<file path="src/hw/rtl/cfp_pkg.sv">
`timescale 1ns / 1ps

package cfp_pkg;

   localparam int BYTE_W    = 8;
   localparam int SEQ_W     = 16;
   localparam int PLEN_W    = 6;
   localparam int BIDX_W    = 5;
   localparam int CSR_IDX_W = 2;

   localparam logic [15:0] CRC_INIT = 16'hFFFF;
   localparam logic [15:0] CRC_POLY = 16'h1021;

   localparam logic [CSR_IDX_W-1:0] CSR_SYNC_FIRST   = 2'd0;
   localparam logic [CSR_IDX_W-1:0] CSR_SYNC_SECOND  = 2'd1;
   localparam logic [CSR_IDX_W-1:0] CSR_EXPECTED_VER = 2'd2;

   localparam logic [BYTE_W-1:0] SYNC_FIRST_RST  = 8'hAA;
   localparam logic [BYTE_W-1:0] SYNC_SECOND_RST = 8'h55;
   localparam logic [BYTE_W-1:0] EXP_VER_RST     = 8'h01;

   typedef enum logic [3:0] {
      PH_SYNC1,
      PH_SYNC2,
      PH_VER,
      PH_TYPE,
      PH_SEQ_LO,
      PH_SEQ_HI,
      PH_LEN_LO,
      PH_LEN_HI,
      PH_PAYLOAD,
      PH_CRC_LO,
      PH_CRC_HI,
      PH_EMIT
   } phase_type;

   typedef struct packed {
      logic load_ver;
      logic load_type;
      logic load_seq_lo;
      logic load_seq_hi;
      logic load_len_lo;
      logic load_len_hi;
      logic store_byte;
      logic load_crc_lo;
      logic emit_load;
   } ctrl_cmd_type;

   typedef struct packed {
      logic sync1_hit;
      logic sync2_hit;
      logic len_too_long;
      logic len_zero;
      logic fill_done;
      logic frame_good;
      logic emit_last;
      logic out_free;
   } ctrl_status_type;

endpackage

</file>
<file path="src/hw/rtl/cfp_req_if.sv">
`timescale 1ns / 1ps

interface cfp_req_if;
   logic       valid;
   logic       ready;
   logic [7:0] data_byte;

   modport source (output valid, output data_byte, input ready);
   modport sink   (input valid, input data_byte, output ready);
endinterface

</file>
<file path="src/hw/rtl/cfp_rsp_if.sv">
`timescale 1ns / 1ps

interface cfp_rsp_if;
   logic        valid;
   logic        ready;
   logic [7:0]  frame_type;
   logic [15:0] sequence_res;
   logic [5:0]  payload_length;
   logic [4:0]  byte_index;
   logic [7:0]  payload_byte;
   logic        has_payload;
   logic        last;

   modport source (
      output valid, output frame_type, output sequence_res, output payload_length,
      output byte_index, output payload_byte, output has_payload, output last,
      input ready
   );
   modport sink (
      input valid, input frame_type, input sequence_res, input payload_length,
      input byte_index, input payload_byte, input has_payload, input last,
      output ready
   );
endinterface

</file>
<file path="src/hw/rtl/cfp_ctrl.sv">
`timescale 1ns / 1ps

module cfp_ctrl (
   input  logic                     clock,
   input  logic                     reset,
   input  logic                     req_valid,
   output logic                     req_ready,
   input  cfp_pkg::ctrl_status_type status,
   output cfp_pkg::ctrl_cmd_type    cmd
);
   import cfp_pkg::*;

   phase_type state_ff;
   phase_type state_in;
   logic      accept;

   assign accept = req_valid && req_ready;

   always_ff @(posedge clock) begin
      if (reset) begin
         state_ff <= PH_SYNC1;
      end else begin
         state_ff <= state_in;
      end
   end

   // next state
   always_comb begin
      state_in = state_ff;
      case (state_ff)
         PH_SYNC1: begin
            if (accept && status.sync1_hit) state_in = PH_SYNC2;
         end
         PH_SYNC2: begin
            if (accept) state_in = status.sync2_hit ? PH_VER : PH_SYNC1;
         end
         PH_VER: begin
            if (accept) state_in = PH_TYPE;
         end
         PH_TYPE: begin
            if (accept) state_in = PH_SEQ_LO;
         end
         PH_SEQ_LO: begin
            if (accept) state_in = PH_SEQ_HI;
         end
         PH_SEQ_HI: begin
            if (accept) state_in = PH_LEN_LO;
         end
         PH_LEN_LO: begin
            if (accept) state_in = PH_LEN_HI;
         end
         PH_LEN_HI: begin
            if (accept) begin
               if (status.len_too_long)  state_in = PH_SYNC1;
               else if (status.len_zero) state_in = PH_CRC_LO;
               else                      state_in = PH_PAYLOAD;
            end
         end
         PH_PAYLOAD: begin
            if (accept && status.fill_done) state_in = PH_CRC_LO;
         end
         PH_CRC_LO: begin
            if (accept) state_in = PH_CRC_HI;
         end
         PH_CRC_HI: begin
            if (accept) state_in = status.frame_good ? PH_EMIT : PH_SYNC1;
         end
         PH_EMIT: begin
            if (status.out_free && status.emit_last) state_in = PH_SYNC1;
         end
         default: begin
            state_in = PH_SYNC1;
         end
      endcase
   end

   // commands
   always_comb begin
      req_ready       = (state_ff != PH_EMIT);
      cmd             = '0;
      cmd.load_ver    = accept && (state_ff == PH_VER);
      cmd.load_type   = accept && (state_ff == PH_TYPE);
      cmd.load_seq_lo = accept && (state_ff == PH_SEQ_LO);
      cmd.load_seq_hi = accept && (state_ff == PH_SEQ_HI);
      cmd.load_len_lo = accept && (state_ff == PH_LEN_LO);
      cmd.load_len_hi = accept && (state_ff == PH_LEN_HI);
      cmd.store_byte  = accept && (state_ff == PH_PAYLOAD);
      cmd.load_crc_lo = accept && (state_ff == PH_CRC_LO);
      cmd.emit_load   = status.out_free && (state_ff == PH_EMIT);
   end

endmodule

</file>
<file path="src/hw/rtl/cfp_datapath.sv">
`timescale 1ns / 1ps

module cfp_datapath #(
   parameter int PAYLOAD_LIMIT = 32
) (
   input  logic                            clock,
   input  logic                            reset,
   input  logic                            csr_write_enable,
   input  logic [cfp_pkg::CSR_IDX_W-1:0]   csr_index,
   input  logic [cfp_pkg::BYTE_W-1:0]      csr_write_data,
   input  logic [cfp_pkg::BYTE_W-1:0]      data_byte,
   input  cfp_pkg::ctrl_cmd_type           cmd,
   output cfp_pkg::ctrl_status_type        status,
   output logic                            rsp_valid,
   input  logic                            rsp_ready,
   output logic [cfp_pkg::BYTE_W-1:0]      rsp_frame_type,
   output logic [cfp_pkg::SEQ_W-1:0]       rsp_sequence_res,
   output logic [cfp_pkg::PLEN_W-1:0]      rsp_payload_length,
   output logic [cfp_pkg::BIDX_W-1:0]      rsp_byte_index,
   output logic [cfp_pkg::BYTE_W-1:0]      rsp_payload_byte,
   output logic                            rsp_has_payload,
   output logic                            rsp_last
);
   import cfp_pkg::*;

   localparam int LEN_W  = $clog2(PAYLOAD_LIMIT + 1);
   localparam int ADDR_W = (PAYLOAD_LIMIT > 1) ? $clog2(PAYLOAD_LIMIT) : 1;

   function automatic logic [15:0] crc_step(input logic [15:0] crc, input logic [7:0] b);
      logic [15:0] r;
      r = crc ^ {b, 8'h00};
      for (int k = 0; k < 8; k++) begin
         r = r[15] ? ({r[14:0], 1'b0} ^ CRC_POLY) : {r[14:0], 1'b0};
      end
      return r;
   endfunction

   logic [BYTE_W-1:0] sync_first_ff;
   logic [BYTE_W-1:0] sync_second_ff;
   logic [BYTE_W-1:0] exp_ver_ff;

   logic [BYTE_W-1:0] held_ver_ff;
   logic [BYTE_W-1:0] held_type_ff;
   logic [SEQ_W-1:0]  held_seq_ff;
   logic [BYTE_W-1:0] len_lo_ff;
   logic [LEN_W-1:0]  held_len_ff;
   logic [LEN_W-1:0]  fill_ff;
   logic [LEN_W-1:0]  emit_ff;
   logic [15:0]       crc_ff;
   logic [15:0]       crc_in;
   logic [BYTE_W-1:0] crc_lo_ff;

   logic [BYTE_W-1:0] store_mem [PAYLOAD_LIMIT];

   logic              rsp_valid_ff;
   logic [BYTE_W-1:0] rsp_type_ff;
   logic [SEQ_W-1:0]  rsp_seq_ff;
   logic [PLEN_W-1:0] rsp_len_ff;
   logic [BIDX_W-1:0] rsp_idx_ff;
   logic [BYTE_W-1:0] rsp_byte_ff;
   logic              rsp_has_ff;
   logic              rsp_last_ff;

   logic [15:0]       len_full;
   logic [LEN_W-1:0]  fill_next;
   logic [LEN_W-1:0]  emit_next;
   logic              held_len_zero;

   assign len_full      = {data_byte, len_lo_ff};
   assign fill_next     = fill_ff + LEN_W'(1);
   assign emit_next     = emit_ff + LEN_W'(1);
   assign held_len_zero = (held_len_ff == '0);

   // config registers
   always_ff @(posedge clock) begin
      if (reset) begin
         sync_first_ff  <= SYNC_FIRST_RST;
         sync_second_ff <= SYNC_SECOND_RST;
         exp_ver_ff     <= EXP_VER_RST;
      end else if (csr_write_enable) begin
         case (csr_index)
            CSR_SYNC_FIRST:   sync_first_ff  <= csr_write_data;
            CSR_SYNC_SECOND:  sync_second_ff <= csr_write_data;
            CSR_EXPECTED_VER: exp_ver_ff     <= csr_write_data;
            default: begin
            end
         endcase
      end
   end

   // header capture and running CRC
   always_comb begin
      crc_in = crc_ff;
      if (cmd.load_ver) begin
         crc_in = crc_step(CRC_INIT, data_byte);
      end else if (cmd.load_type || cmd.load_seq_lo || cmd.load_seq_hi ||
                   cmd.load_len_lo || cmd.load_len_hi || cmd.store_byte) begin
         crc_in = crc_step(crc_ff, data_byte);
      end
   end

   always_ff @(posedge clock) begin
      crc_ff <= crc_in;
      if (cmd.load_ver)    held_ver_ff        <= data_byte;
      if (cmd.load_type)   held_type_ff       <= data_byte;
      if (cmd.load_seq_lo) held_seq_ff[7:0]   <= data_byte;
      if (cmd.load_seq_hi) held_seq_ff[15:8]  <= data_byte;
      if (cmd.load_len_lo) len_lo_ff          <= data_byte;
      if (cmd.load_len_hi) begin
         held_len_ff <= LEN_W'(len_full);
         fill_ff     <= '0;
         emit_ff     <= '0;
      end
      if (cmd.store_byte)  fill_ff   <= fill_next;
      if (cmd.load_crc_lo) crc_lo_ff <= data_byte;
      if (cmd.emit_load)   emit_ff   <= emit_next;
   end

   // payload buffer
   always_ff @(posedge clock) begin
      if (cmd.store_byte) begin
         store_mem[fill_ff[ADDR_W-1:0]] <= data_byte;
      end
   end

   always_ff @(posedge clock) begin
      if (cmd.emit_load) begin
         rsp_byte_ff <= store_mem[emit_ff[ADDR_W-1:0]];
      end
   end

   // result register
   always_ff @(posedge clock) begin
      if (reset) begin
         rsp_valid_ff <= 1'b0;
      end else if (cmd.emit_load) begin
         rsp_valid_ff <= 1'b1;
      end else if (rsp_ready) begin
         rsp_valid_ff <= 1'b0;
      end
   end

   always_ff @(posedge clock) begin
      if (cmd.emit_load) begin
         rsp_type_ff <= held_type_ff;
         rsp_seq_ff  <= held_seq_ff;
         rsp_len_ff  <= PLEN_W'(held_len_ff);
         rsp_idx_ff  <= BIDX_W'(emit_ff);
         rsp_has_ff  <= !held_len_zero;
         rsp_last_ff <= status.emit_last;
      end
   end

   always_comb begin
      status              = '0;
      status.sync1_hit    = (data_byte == sync_first_ff);
      status.sync2_hit    = (data_byte == sync_second_ff);
      status.len_too_long = (len_full > 16'(PAYLOAD_LIMIT));
      status.len_zero     = (len_full == 16'd0);
      status.fill_done    = (fill_next == held_len_ff);
      status.frame_good   = ({data_byte, crc_lo_ff} == crc_ff) && (held_ver_ff == exp_ver_ff);
      status.emit_last    = held_len_zero || (emit_next == held_len_ff);
      status.out_free     = !rsp_valid_ff || rsp_ready;
   end

   assign rsp_valid          = rsp_valid_ff;
   assign rsp_frame_type     = rsp_type_ff;
   assign rsp_sequence_res   = rsp_seq_ff;
   assign rsp_payload_length = rsp_len_ff;
   assign rsp_byte_index     = rsp_idx_ff;
   assign rsp_payload_byte   = rsp_has_ff ? rsp_byte_ff : '0;
   assign rsp_has_payload    = rsp_has_ff;
   assign rsp_last           = rsp_last_ff;

endmodule

</file>
<file path="src/hw/rtl/crc_checked_frame_parser.sv">
`timescale 1ns / 1ps

// Frame parser for a byte stream: sync pair, version, type, sequence (LE16),
// length (LE16), payload and a LE16 CRC-16/CCITT over header and payload.
// req_if carries one received byte per item; rsp_if carries one payload byte
// per item with the header fields repeated, or a single no-payload item with
// last set for an empty frame. Bad frames (CRC, version, oversize length)
// give nothing. The csr_ port writes sync_first, sync_second and
// expected_version; write it only while the parser is idle.
// Throughput: one received byte per cycle while a frame is being read. After
// the CRC high byte of a good frame, req_if.ready drops while the payload
// buffer is read out, one item per cycle from its single read port while
// rsp_if does not stall. Readout: after the CRC high byte is accepted, the
// sequencer enters its emit state, which loads the first result into the
// result register once that register is free. A stall on rsp_if holds the
// result register and the readout; once the last item sits in the register
// the next frame's bytes are taken.
// Reset: synchronous, active high; the parser hunts for the first sync byte,
// the registers return to 0xAA, 0x55 and version 1, and no result is pending.
module crc_checked_frame_parser #(
   parameter int PAYLOAD_LIMIT = 32
) (
   input  logic                          clock,
   input  logic                          reset,
   cfp_req_if.sink                       req_if,
   cfp_rsp_if.source                     rsp_if,
   input  logic                          csr_write_enable,
   input  logic [cfp_pkg::CSR_IDX_W-1:0] csr_index,
   input  logic [cfp_pkg::BYTE_W-1:0]    csr_write_data
);
   import cfp_pkg::*;

   ctrl_cmd_type    cmd;
   ctrl_status_type status;

   // sequencer: walks the frame fields and the readout
   cfp_ctrl u_ctrl (
      .clock     (clock),
      .reset     (reset),
      .req_valid (req_if.valid),
      .req_ready (req_if.ready),
      .status    (status),
      .cmd       (cmd)
   );

   // header registers, CRC, payload buffer and result register
   cfp_datapath #(
      .PAYLOAD_LIMIT (PAYLOAD_LIMIT)
   ) u_datapath (
      .clock              (clock),
      .reset              (reset),
      .csr_write_enable   (csr_write_enable),
      .csr_index          (csr_index),
      .csr_write_data     (csr_write_data),
      .data_byte          (req_if.data_byte),
      .cmd                (cmd),
      .status             (status),
      .rsp_valid          (rsp_if.valid),
      .rsp_ready          (rsp_if.ready),
      .rsp_frame_type     (rsp_if.frame_type),
      .rsp_sequence_res   (rsp_if.sequence_res),
      .rsp_payload_length (rsp_if.payload_length),
      .rsp_byte_index     (rsp_if.byte_index),
      .rsp_payload_byte   (rsp_if.payload_byte),
      .rsp_has_payload    (rsp_if.has_payload),
      .rsp_last           (rsp_if.last)
   );

endmodule

</file>
<file path="src/flat_wrapper.sv">
// flat-port wrapper written by rule: the top's interface ports become plain ports
module crc_checked_frame_parser_flat import cfp_pkg::*;
#(
   parameter int PAYLOAD_LIMIT = 32
)
  (clock, reset, csr_write_enable, csr_index, csr_write_data, req_if_valid, req_if_data_byte, req_if_ready, rsp_if_valid, rsp_if_frame_type, rsp_if_sequence_res, rsp_if_payload_length, rsp_if_byte_index, rsp_if_payload_byte, rsp_if_has_payload, rsp_if_last, rsp_if_ready);
  cfp_req_if req_if_i ();
  cfp_rsp_if rsp_if_i ();
  input  logic clock;
  input  logic reset;
  input  logic csr_write_enable;
  input  logic [cfp_pkg::CSR_IDX_W-1:0] csr_index;
  input  logic [cfp_pkg::BYTE_W-1:0] csr_write_data;
  input wire logic [$bits(req_if_i.valid)-1:0] req_if_valid;
  input wire logic [$bits(req_if_i.data_byte)-1:0] req_if_data_byte;
  output wire logic [$bits(req_if_i.ready)-1:0] req_if_ready;
  output wire logic [$bits(rsp_if_i.valid)-1:0] rsp_if_valid;
  output wire logic [$bits(rsp_if_i.frame_type)-1:0] rsp_if_frame_type;
  output wire logic [$bits(rsp_if_i.sequence_res)-1:0] rsp_if_sequence_res;
  output wire logic [$bits(rsp_if_i.payload_length)-1:0] rsp_if_payload_length;
  output wire logic [$bits(rsp_if_i.byte_index)-1:0] rsp_if_byte_index;
  output wire logic [$bits(rsp_if_i.payload_byte)-1:0] rsp_if_payload_byte;
  output wire logic [$bits(rsp_if_i.has_payload)-1:0] rsp_if_has_payload;
  output wire logic [$bits(rsp_if_i.last)-1:0] rsp_if_last;
  input wire logic [$bits(rsp_if_i.ready)-1:0] rsp_if_ready;
  assign req_if_i.valid = req_if_valid;
  assign req_if_i.data_byte = req_if_data_byte;
  assign req_if_ready = req_if_i.ready;
  assign rsp_if_valid = rsp_if_i.valid;
  assign rsp_if_frame_type = rsp_if_i.frame_type;
  assign rsp_if_sequence_res = rsp_if_i.sequence_res;
  assign rsp_if_payload_length = rsp_if_i.payload_length;
  assign rsp_if_byte_index = rsp_if_i.byte_index;
  assign rsp_if_payload_byte = rsp_if_i.payload_byte;
  assign rsp_if_has_payload = rsp_if_i.has_payload;
  assign rsp_if_last = rsp_if_i.last;
  assign rsp_if_i.ready = rsp_if_ready;
  crc_checked_frame_parser #(.PAYLOAD_LIMIT(PAYLOAD_LIMIT)) u_core (.clock(clock), .reset(reset), .req_if(req_if_i), .rsp_if(rsp_if_i), .csr_write_enable(csr_write_enable), .csr_index(csr_index), .csr_write_data(csr_write_data));
endmodule
</file>
<file path="config.mk">
export PLATFORM = sky130hd
export DESIGN_NAME = crc_checked_frame_parser_flat
export DESIGN_NICKNAME = d
export VERILOG_FILES = /design/src/hw/rtl/cfp_pkg.sv /design/src/hw/rtl/cfp_req_if.sv /design/src/hw/rtl/cfp_rsp_if.sv /design/src/hw/rtl/cfp_ctrl.sv /design/src/hw/rtl/cfp_datapath.sv /design/src/hw/rtl/crc_checked_frame_parser.sv /design/src/flat_wrapper.sv
export SDC_FILE = /design/constraint.sdc
export NUM_CORES = 1
export LEC_CHECK = 0
export BUFFER_PORTS_ARGS = -buffer_cell sky130_fd_sc_hd__buf_2
export CAP_MARGIN = 15
export CORE_MARGIN = 5
export CORE_UTILIZATION = 30
export CTS_CLUSTER_SIZE = 20
export DETAILED_ROUTE_END_ITERATION = 8
export GPL_TIMING_DRIVEN = 0
export PLACE_DENSITY_LB_ADDON = 0.15
export SYNTH_ARGS = -nofsm -noshare
export SYNTH_HDL_FRONTEND = slang
export SYNTH_SLANG_ARGS = --single-unit
</file>
<file path="constraint.sdc">
create_clock -name clock -period 2.1 [get_ports clock]
set_input_delay 0.21 -clock clock [delete_from_list [all_inputs] [get_ports clock]]
set_output_delay 0.21 -clock clock [all_outputs]
set_load 0.05 [all_outputs]
</file>
==> Word level (Yosys, flattened, before mapping) <==
Memories as Yosys holds them, arrays and structs flattened. A register that Yosys moved wholly into a read port is not among the register bits.
Cells that the tools add are included.
{ "word_totals": {"ramBits": 256, "n_memories": 1, "inputBits": 23, "elab_cells": 153, "ff_bits": 148, "out_inout_bits": 47} }
{ "mem_list": {"columns": ["name", "words", "width", "rd", "rd_ports_with_merged_regs", "wr", "line_no", "text"], "rows": [
  ["u_core.u_datapath.store_mem", 32, 8, 1, 1, 1, "cfp_datapath.sv:53", "logic [BYTE_W-1:0] store_mem [PAYLOAD_LIMIT];"]
]} }
{ "op_classes": {"bitwise": 18, "n_reduce_logical": 35, "n_lt_le_gt_ge": 1, "addsub": 2, "mux": 43, "n_eq_ne": 32} }
{ "op_table": {"columns": ["operator", "count"], "rows": [
  ["$mux W13", 16],
  ["$mux W4", 14],
  ["$not A3 Y3", 16],
  ["$pmux W4 S12", 1],
  ["$mux W16", 2],
  ["$eq A8 B8 Y1", 3],
  ["$ne A2 B2 Y1 const B", 12],
  ["$mux W6", 3],
  ["$eq A16 B16 Y1", 1],
  ["$eq A4 B3 Y1 const B", 4],
  ["$eq A4 B4 Y1 const B", 4],
  ["$gt A16 B6 Y1 const B", 1],
  ["$logic_not A16 Y1", 1],
  ["$not A16 Y16", 1],
  ["$xor A16 B16 Y16", 1],
  ["$logic_and A1 B1 Y1", 14],
  ["$add A6 B1 Y6 const B", 2],
  ["$eq A6 B6 Y1", 2],
  ["$reduce_and A12 Y1", 1],
  ["$eq A4 B2 Y1 const B", 2],
  ["$mux W8", 1],
  ["$reduce_bool A2 Y1", 4],
  ["$logic_or A1 B1 Y1", 7],
  ["$logic_not A6 Y1", 1],
  ["10 further kinds", 17]
]} }

==> Longest topological paths before layout <==
Gate-level depths: netlist of run 1.
{ "depth": {"ltp_word": 19, "depth_mapped": 8, "depth_no_buf": 7} }

==> Cells and area by module <==
A second synthesis of run 1 with hierarchy kept.
{ "hier_totals": {"cells_unflattened": 882, "hier_area_um2": 16450.8} }
{ "by_module_without_submodules": {"columns": ["module", "area_per_inst_um2", "seq_area_each_um2", "n_inst", "cells_each"], "rows": [
  ["cfp_datapath", 16049.1, 12001.5, 1, 824],
  ["cfp_ctrl", 401.6, 80.1, 1, 58]
]} }

==> Worst setup path after synthesis of run 1 <==
No wires, ideal clock.
{ "synth_timing": {"kind": "register -> register", "start": "register u_core.u_ctrl.state_ff[3]", "end": "register u_core.u_datapath.rsp_byte_ff[0] (read register of u_core.u_datapath.store_mem), enable pin", "setup_slack_ps": -759, "n_path_buf": 1, "setup_ps": 400, "t_arrival_ps": 2459, "required_ps": 1700, "synth_period_minus_slack_ps": 2859, "path_stages_with_launch": 5, "cell_sequence": "dfxtp_1 clkbuf_1 nand4b_1 nand2b_1 inv_1"} }
{ "synth_rtl": {"columns": ["element", "line_no", "text"], "rows": [
  ["start, declared", "cfp_ctrl.sv:13", "phase_type state_ff;"],
  ["start signal, assigned", "cfp_ctrl.sv:23", "state_ff <= state_in;"],
  ["end, declared", "cfp_datapath.sv:60", "logic [BYTE_W-1:0] rsp_byte_ff;"]
]} }

==> results of run 1 <==
==> report_power, final <==
group	internal [uW]	switching [uW]
clock	4340	3200
combinational	777	1190
sequential	9330	196
total	14400	4580
==> layout make-up <==
class                      instances  area [um^2]
sequential                       412        12080
antenna                            1        2.502
clock buffer                      58         1217
fill                            5203        34850
timing repair inverter             3        22.52
timing repair buffer              95        684.4
buffer                            46        352.8
multi-input combinational        470         4637
clock inverter                    24        170.2
tap                              748        935.9
inverter                           6        30.03
==> worst max path at each step <==
| stage | end | start | slack, ns |
|---|---|---|---|
| global placement | u_core.u_ctrl.state_ff[3] | req_if_data_byte[5] | -1.20 |
| floorplan | u_core.u_datapath.emit_ff[1] | u_core.u_ctrl.state_ff[3] | -0.28 |
| CTS | u_core.u_datapath.rsp_byte_ff[2] | u_core.u_datapath.emit_ff[0] | -0.25 |
| finish | u_core.u_datapath.rsp_byte_ff[2] | u_core.u_datapath.emit_ff[0] | -0.25 |
| global route | u_core.u_datapath.rsp_byte_ff[2] | u_core.u_datapath.emit_ff[0] | -0.33 |
| detailed placement | u_core.u_ctrl.state_ff[3] | req_if_data_byte[5] | -1.22 |
==> layout by cell type (no fill, tap or decap), types with 18 or more instances in the layout <==
cell type | netlist | final
edfxtp_1 | 383 | 383
buf_2 | 10 | 65
mux4_2 | 64 | 64
xnor2_1 | 52 | 51
clkbuf_16 | 0 | 49
xor2_1 | 45 | 45
nor2_1 | 74 | 41
nand2_1 | 40 | 36
nor2_4 | 0 | 32
dfxtp_1 | 29 | 29
clkbuf_1 | 28 | 25
mux2i_1 | 24 | 24
mux2_2 | 24 | 24
buf_4 | 2 | 19
nand3_1 | 19 | 18
==> metrics by stage <==
step                util [%]  hold slack (ns)
floorplan                  -           0.3089
global placement       32.58           0.4007
detailed placement     32.62           0.4045
CTS                    36.34          0.07515
global route           36.61          0.09915
finish                 36.62          0.08243
==> critical path: stages (launching register included) <==
cell      delay [ns]
edfxtp_1        0.46
buf_4           0.19
buf_12          0.15
mux4_2          0.56
mux4_2          0.53
nand2_1         0.10
o21ai_1         0.08
==> flip-flops by register name (all words and copies together), names as in the netlist <==
register	flops
u_core.u_datapath.store_mem	256
u_core.u_datapath.crc_ff	16
u_core.u_datapath.held_seq_ff	16
u_core.u_datapath.rsp_sequence_res	16
u_core.u_datapath.crc_lo_ff	8
u_core.u_datapath.exp_ver_ff	8
u_core.u_datapath.held_type_ff	8
u_core.u_datapath.held_ver_ff	8
u_core.u_datapath.len_lo_ff	8
u_core.u_datapath.rsp_byte_ff	8
u_core.u_datapath.rsp_frame_type	8
u_core.u_datapath.sync_first_ff	8
u_core.u_datapath.sync_second_ff	8
u_core.u_datapath.emit_ff	6
u_core.u_datapath.fill_ff	6
u_core.u_datapath.held_len_ff	6
u_core.u_datapath.rsp_payload_length	6
u_core.u_datapath.rsp_byte_index	5
u_core.u_ctrl.state_ff	4
u_core.u_datapath.rsp_has_payload	1
u_core.u_datapath.rsp_last	1
u_core.u_datapath.rsp_valid	1
==> layer usage <==
layer  up-vias  track usage, %  routed length (um)
li1       3908               -                   -
met5         -               0                   0
met4         0           3.977                 873
met1      4383           19.77               19780
met2       131           22.14               19690
met3        61           2.087                1242
==> logic make-up (layout without fill, tap and decap cells) <==
group                      after synthesis  after routing  share of synthesized area, %
DFF                                    412            412                         72.73
adders and majority gates                5              5                        0.3766
and+or+nand+nor                        205            205                         5.988
other                                    0              1                             0
buffers and inverters                   55            232                         1.552
xor gates and xnor gates               101            101                         5.627
muxes                                  112            112                         11.75
AOI/OAI and AO/OA                       47             47                         1.974
==> timing repair <==
item / CTS / global route
hold buffers: 8 / 0
setup buffers: 11 / 4
endpoints found under the setup margin: 365 / 78
resized for setup: 128 / 16
hold endpoints to repair: 24 / 0
cloned: 3 / 2
pin swaps: 7 / 6
==> key figures, run 1 <==
Timing
  – Fmax achieved: 0.4252 GHz
  – Worst-Margin Slew: 0.7763 ns
  – Setup TNS: -2.552 ns
  – Worst rel slew slack: 48.05%
  – Min setup slack post-route: -0.2518 ns
  – Worst Skew: 0.02506 ns
  – RSZ-0062 raised after global routing: true
  – Final Hold Vio Count: 0
  – Slew Limit Fails: 0
  – Crit path time final: 2.352 ns
  – Final setup fails: 12
  – Final Cycle Share: 112.0%

Synthesis
  – Ranking of synthesized cells by area: edfxtp_1 69%, mux4_2 8.7%, dfxtp_1 3.5%
  – Post-synth top area share: 69.24%
  – Post-synth top cells: 383 x edfxtp_1, 74 x nor2_1, 64 x mux4_2, 52 x xnor2_1, 45 x xor2_1
  – Asr flop ratio synth: 0%
  – Post-synth EDFFs: 383
  – Post-synthesis sequential area ratio: 72.73%
  – Mapped Nets: 965
  – Yosys warnings: 0
  – Avg Synthesized Cell Area: 17.73 um^2
  – Most instantiated library cell after synthesis: edfxtp_1
  – Gate Count Post-Synth: 937
  – Mapped Area: 16610 um^2
  – Synth Flop Type: edfxtp_1
  – Synth Register Bits: 412
  – Synth unique cells: 49
  – Synth area leader: edfxtp_1

Placement
  – Buffers added on ports: 68
  – Placed insts: 1755
  – Dpl ws: -1.223 ns
  – DP Area: 17930 um^2
  – Detail Placement HPWL: 26300 um
  – GP Congestion: 0.7463

Critical path
  – Worst R2R Start: u_core.u_datapath.emit_ff[0]
  – WP data arrival: 2.66 ns
  – Peak fanout along the critical path: 10
  – CP required: 2.40 ns
  – Worst reg2reg endpoint: u_core.u_datapath.rsp_byte_ff[2]
  – Kind of critical path: flip-flop to flip-flop
  – R2R setup slack: -0.25 ns
  – Worst setup SP type: flip-flop
  – CP Capture Type: flip-flop
  – Reg2reg path depth: 6

Finish
  – Fraction of layout cells with a size suffix above 1: 30.07%
  – Final #Nets: 1107
  – Final Cell Area: 20130 um^2
  – Final Non-Filler Cells: 1863
  – P&R area growth vs syn: 21.21%

Clock tree
  – Largest buffer count on any clock path: 3
  – Clock sinks: 412
  – Clock insertion delay at the later pin of the skew report: 0.57 ns
  – CTS clk-pin slew, worst paths: 0.06 ns
  – TritonCTS clock tree: yes
  – Clock Tree Root: clkbuf_16
  – H-tree Lvls: 2
  – CTS Buf Count: 45

Routing
  – Drt via density: 4.553
  – Initial DRC count: 534
  – Residual DRC: 0
  – WL final: 41580 um
  – 1st-pass router iterations: 4
  – Final ANT Viol Nets: 0
  – Vias post-DR: 8483
  – Avg WL per Cell: 22.32 um

Global routing
  – First-pass GRT wire length: 61800 um
  – GRT Overall Usage: 13.85%
  – GRT overflow: 0
  – Vias in the first global route: 9059
  – Pin count of the biggest net entering global routing: 46
  – Initial antenna violation count: 0

Floorplanning
  – Initial cell density of the core: 30.21%
  – Chip width: 245.3 um
  – I/O pin count: 70
  – Die height: 245.3 um
  – Core area: 54990 um^2
  – Cell Rows: 86
  – Die area: 60170 um^2

Hold path
  – Hold depth: 2
  – Hold path startpoint: reset
  – Min-Delay Path Class: input port to flip-flop
  – End of the worst hold path: u_core.u_datapath.exp_ver_ff[2]

Outcome
  – Violated checks: negative setup slack
  – Status: finished with violations

Job
  – Max Cap Viol: 0

Power
  – LEAKAGE: 0.006463 uW
  – VDD IR max: 0.5131 mV
  – Tot Pwr: 19030 uW
  – Pwr Density: 945.0 nW/um^2
Power figures use the tool's default switching activity.
==> run 2, diff against run 1 <==
clock period = 2.6 ns   (was 2.1 ns; I/O delays follow)
==> run 2 against run 1 <==
Net effect: power is 17% lower; critical path depth stayed put; the run now ends clean; via count is 1.3% higher; first-iteration DRC count is 10% higher; sequential cell count stayed put; core utilization is 0.41 points lower; worst hold slack better by 0.0060 ns.
==> key figures, run 2 (synthesis gave the netlist of run 1 again) <==
Timing
  – Setup TNS: 0 ns
  – Crit path time final: 2.503 ns
  – Worst Skew: 0.01015 ns
  – RSZ-0062 raised after global routing: false
  – Final Hold Vio Count: 0
  – Worst-Margin Slew: 1.087 ns
  – Slew Limit Fails: 0
  – Final Cycle Share: 96.28%
  – Final setup fails: 0
  – Worst rel slew slack: 27.00%
  – Fmax achieved: 0.3995 GHz

Routing
  – Initial DRC count: 589
  – 1st-pass router iterations: 5
  – Avg WL per Cell: 22.29 um
  – Final ANT Viol Nets: 0
  – Residual DRC: 0
  – WL final: 41320 um
  – Drt via density: 4.635
  – Vias post-DR: 8593

Critical path
  – Worst reg2reg endpoint: u_core.u_datapath.rsp_byte_ff[2]
  – Kind of critical path: flip-flop to flip-flop
  – Reg2reg path depth: 6
  – CP required: 2.89 ns
  – Worst R2R Start: u_core.u_datapath.emit_ff[0]
  – R2R setup slack: 0.1 ns
  – Worst setup SP type: flip-flop
  – Crit. Startpoint: u_core.u_datapath.emit_ff[0]
  – Peak fanout along the critical path: 10
  – Setup crit end: u_core.u_datapath.rsp_byte_ff[2]
  – WP data arrival: 2.80 ns
  – CP Capture Type: flip-flop

Floorplanning
  – Die area: 60170 um^2
  – Initial cell density of the core: 30.21%
  – Die height: 245.3 um
  – Chip width: 245.3 um
  – Core area: 54990 um^2
  – Cell Rows: 86
  – I/O pin count: 70

Power
  – LEAKAGE: 0.006354 uW
  – Pwr Density: 797.3 nW/um^2
  – VDD IR max: 0.4042 mV
  – Tot Pwr: 15880 uW

Global routing
  – Pin count of the biggest net entering global routing: 40
  – Vias in the first global route: 8859
  – GRT Overall Usage: 13.66%
  – Initial antenna violation count: 2
  – GRT overflow: 0
  – First-pass GRT wire length: 60850 um

Placement
  – Placed insts: 1755
  – Detail Placement HPWL: 25820 um
  – GP Congestion: 0.7502
  – Buffers added on ports: 68

Clock tree
  – Clock Tree Root: clkbuf_16
  – H-tree Lvls: 2
  – CTS clk-pin slew, worst paths: 0.06 ns
  – Largest buffer count on any clock path: 3
  – CTS Buf Count: 46
  – Clock sinks: 412
  – TritonCTS clock tree: yes
  – Clock insertion delay at the later pin of the skew report: 0.58 ns

Finish
  – Fraction of layout cells with a size suffix above 1: 28.12%
  – Most frequent cells in the layout: 383 x edfxtp_1, 70 x buf_2, 64 x mux4_2, 52 x xnor2_1, 46 x clkbuf_16
  – P&R area growth vs syn: 19.87%
  – Final #Nets: 1096
  – Max reg flops: 256
  – Final Non-Filler Cells: 1854
  – # diodes: 0
  – Commonest non-fill, non-tap cell in the layout: edfxtp_1

Job
  – Max Cap Viol: 0

Hold path
  – Min-Delay Path Class: input port to flip-flop

Outcome
  – Status: complete, no violations
[run 2: worst min-delay path by stage]
stage	from	endpoint	slack [ns]	cells past startpoint
finish	reset	u_core.u_datapath.exp_ver_ff[3]	0.09	2
global route	reset	u_core.u_datapath.exp_ver_ff[7]	0.14	2
CTS	reset	u_core.u_datapath.exp_ver_ff[2]	0.08	2
detailed placement	u_core.u_datapath.held_seq_ff[12]	u_core.u_datapath.rsp_sequence_res[12]	0.40	0
global placement	u_core.u_datapath.held_seq_ff[4]	u_core.u_datapath.rsp_sequence_res[4]	0.40	0
floorplan	req_if_data_byte[0]	u_core.u_datapath.crc_lo_ff[0]	0.36	0
[run 2: critical path, stage by stage, from the launching register on]
cell	delay, ns
edfxtp_1	0.49
buf_12	0.21
buf_6	0.21
mux4_2	0.56
mux4_2	0.52
nand2_1	0.10
o21ai_1	0.13
[run 2: timing repair]
item,in CTS,in global routing
hold buffers,8,0
pin swaps,0,1
endpoints found under the setup margin,310,267
cloned,3,0
hold endpoints to repair,24,0
setup buffers,2,0
gates resized for setup,29,73
[run 2: power by group]
part           switching (uW)  internal, uW
logic                     937           596
clock network            2760          3880
registers                 158          7540
[run 2: layer usage]
metal | GRT usage (%) | part of all wire (%) | vias to the layer above
li1 | - | - | 3885
met1 | 20.00 | 48 | 4451
met2 | 21.16 | 46 | 195
met3 | 2.174 | 4.3 | 62
met4 | 4.010 | 2.3 | 0
met5 | 0 | 0 | -
[run 2: metrics by stage]
step	cell area, um^2	util (%)	hold slack [ns]	setup WS (ns)
final	19910	36.21	0.08848	0.09675
after global placement	17890	32.54	0.4028	-0.5369
after CTS	19640	35.72	0.08456	-0.3929
after detailed placement	17910	32.57	0.4045	-0.5316
after floorplan	16610	-	0.3589	0.08641
after global routing	19910	36.21	0.1379	0.003039
[run 2: area by class of cell]
type / instances / area (um^2)
Inverter: 6 / 26.28
Clock buffer: 49 / 1162
Clock inverter: 37 / 387.9
Timing Repair Buffer: 80 / 457.9
Fill cell: 5194 / 35070
Timing Repair inverter: 3 / 22.52
Sequential cell: 412 / 12080
Tap cell: 748 / 935.9
Buffer: 49 / 280.3
Multi-Input combinational cell: 470 / 4557
==> run 3, diff against run 2 <==
clock period = 3.1 ns   (was 2.6 ns; I/O delays follow)
==> run 3 against run 2 <==
Net effect: clock-buffer cell count is 14 higher; critical path depth rose by 1; global-route usage increased by 0.10 points; wire length grew 0.13%; critical endpoint is now u_core.u_datapath.rsp_byte_ff[3].
==> key figures, run 3 (synthesis gave the netlist of run 1 again) <==
Outcome
  – Status: complete, no violations

Floorplanning
  – Chip width: 245.3 um
  – Core area: 54990 um^2
  – Die height: 245.3 um
  – I/O pin count: 70
  – Cell Rows: 86
  – Initial cell density of the core: 30.21%
  – Die area: 60170 um^2

Critical path
  – Worst setup SP type: flip-flop
  – Peak fanout along the critical path: 10
  – Peak per-stage delay on the critical path: 0.60 ns
  – Critical path's slowest cell: clkbuf_1
  – WP data arrival: 3.29 ns
  – CP Capture Type: flip-flop
  – CP required: 3.39 ns
  – CP cell instances: buf_2 > buf_2 > clkbuf_1 > mux4_2 > mux4_2 > nand2_1 > o21ai_1
  – Kind of critical path: flip-flop to flip-flop

Power
  – Clock power share: 39.6%
  – Pwr Density: 656.1 nW/um^2
  – Sequential share of power: 50.7%
  – P_int: 9686 uW
  – Sw Share: 23.94%
  – LEAKAGE: 0.006193 uW
  – VDD IR max: 0.3703 mV
  – P_sw: 3049 uW
  – Tot Pwr: 12740 uW
  – Logic pwr share: 9.7%

Clock tree
  – Largest buffer count on any clock path: 3
  – CTS clk-pin slew, worst paths: 0.06 ns
  – TritonCTS clock tree: yes
  – CTS Buf Count: 46
  – Clock insertion delay at the later pin of the skew report: 0.57 ns
  – H-tree Lvls: 2
  – Clock Tree Root: clkbuf_16
  – Clock sinks: 412

Timing
  – Min setup slack post-route: 0.09295 ns
  – Crit path time final: 3.007 ns
  – Slew Limit Fails: 0
  – Worst Skew: 0.02398 ns
  – Final Hold Vio Count: 0
  – Fmax achieved: 0.3326 GHz
  – Worst rel slew slack: 28.78%
  – Setup TNS: 0 ns
  – Final Cycle Share: 97.00%
  – Final setup fails: 0
  – RSZ-0062 raised after global routing: true
  – Worst-Margin Slew: 1.060 ns

Global routing
  – GRT overflow: 0
  – Initial antenna violation count: 1
  – Vias in the first global route: 8866
  – First-pass GRT wire length: 61130 um
  – GRT Overall Usage: 13.76%
  – Pin count of the biggest net entering global routing: 40

Finish
  – Fraction of layout cells with a size suffix above 1: 23.95%
  – Final #Nets: 1091
  – Area of the multi-input gates: 4313 um^2
  – P&R area growth vs syn: 16.85%
  – FF/Latch Area: 12080 um^2
  – Most frequent cells in the layout: 383 x edfxtp_1, 79 x buf_2, 64 x mux4_2, 60 x nor2_1, 52 x xnor2_1
  – # diodes: 0
  – Max reg flops: 256
  – Final Util: 35.30%
  – Fillers: 5225
  – Commonest non-fill, non-tap cell in the layout: edfxtp_1
  – Final Non-Filler Cells: 1842

Hold path
  – Min-Delay Path Class: input port to flip-flop

Routing
  – Avg WL per Cell: 22.46 um
  – WL final: 41370 um
  – Drt via density: 4.632
  – Initial DRC count: 777
  – Residual DRC: 0
  – Final ANT Viol Nets: 0
  – Vias post-DR: 8532
  – 1st-pass router iterations: 4

Placement
  – Buffers added on ports: 68
  – Placed insts: 1756
  – Detail Placement HPWL: 25880 um
  – GP Congestion: 0.7523
  – Dpl ws: -0.1930 ns

Job
  – Max Cap Viol: 0
run 3: changes by cell type in the layout (fill, tap and decap cells not counted), sizes merged:
| cell | change |
|---|---|
| buf | +3 |
| bufinv | -6 |
| clkbuf | +10 |
| clkinv | -10 |
| clkinvlp | -6 |
| dlygate4sd3 | -1 |
| inv | -2 |
run 3: path summary, 6_finish.rpt:
kind | start | slack, ns | depth (start not counted) | to
min | csr_write_data[7] | 0.03 | 3 | u_core.u_datapath.sync_first_ff[7]
min reg2reg | u_core.u_datapath.held_seq_ff[2] | 0.42 | 0 | u_core.u_datapath.rsp_sequence_res[2]
max | u_core.u_datapath.emit_ff[1] | 0.09 | 7 | u_core.u_datapath.rsp_byte_ff[3]
max reg2reg | u_core.u_datapath.emit_ff[1] | 0.09 | 7 | u_core.u_datapath.rsp_byte_ff[3]
run 3: worst max-delay path, delay by kind of cell, from the launching register on:
kind / cells / cell delay [ns]
and+or+nand+nor: 1 / 0.10
AOI/OAI and AO/OA: 1 / 0.12
buffers and inverters: 3 / 1.13
muxes: 2 / 0.92
DFF: 1 / 0.43
run 3: per-stage QoR:
stage,instance area (um^2),hold slack (ns)
detailed placement,17930,0.4045
finish,19410,0.03386
global route,19410,0.05235
floorplan,16610,0.4003
CTS,19370,0.01273
global placement,17890,0.4036
run 3: what timing repair did:
action | 4_1_cts | 5_1_grt
endpoints found under the setup margin | 0 | 181
endpoints found under the hold margin | 15 | 0
setup buffers | 0 | 0
gates resized for setup | 0 | 14
hold buffers | 7 | 0
run 3: power by group through the flow:
stage	registers (uW)	clock network, uW	logic [uW]
after floorplan	6530	0	897
after global placement	6580	0	1220
after detailed placement	6580	0	1240
after CTS	6460	5200	1250
after global routing	6470	5440	1370
final	6460	5040	1240
run 3: area by class of cell:
type	count	area share (%)
well taps	748	4.822
plain buffers	49	1.212
repair buffers	78	2.282
clock inverters	16	0.5286
clock buffers	63	6.575
flip-flops and latches	412	62.24
multi-input cells	470	22.22
inverters	6	0.1160
run 3: metal layers:
layer  vias up  part of all wire, %  track usage [%]
li1       3866                    -                -
met3        44                  5.1            2.370
met4         0                  1.7            3.647
met5         -                    0                0
met2       238                   46            21.42
met1      4384                   47            20.10
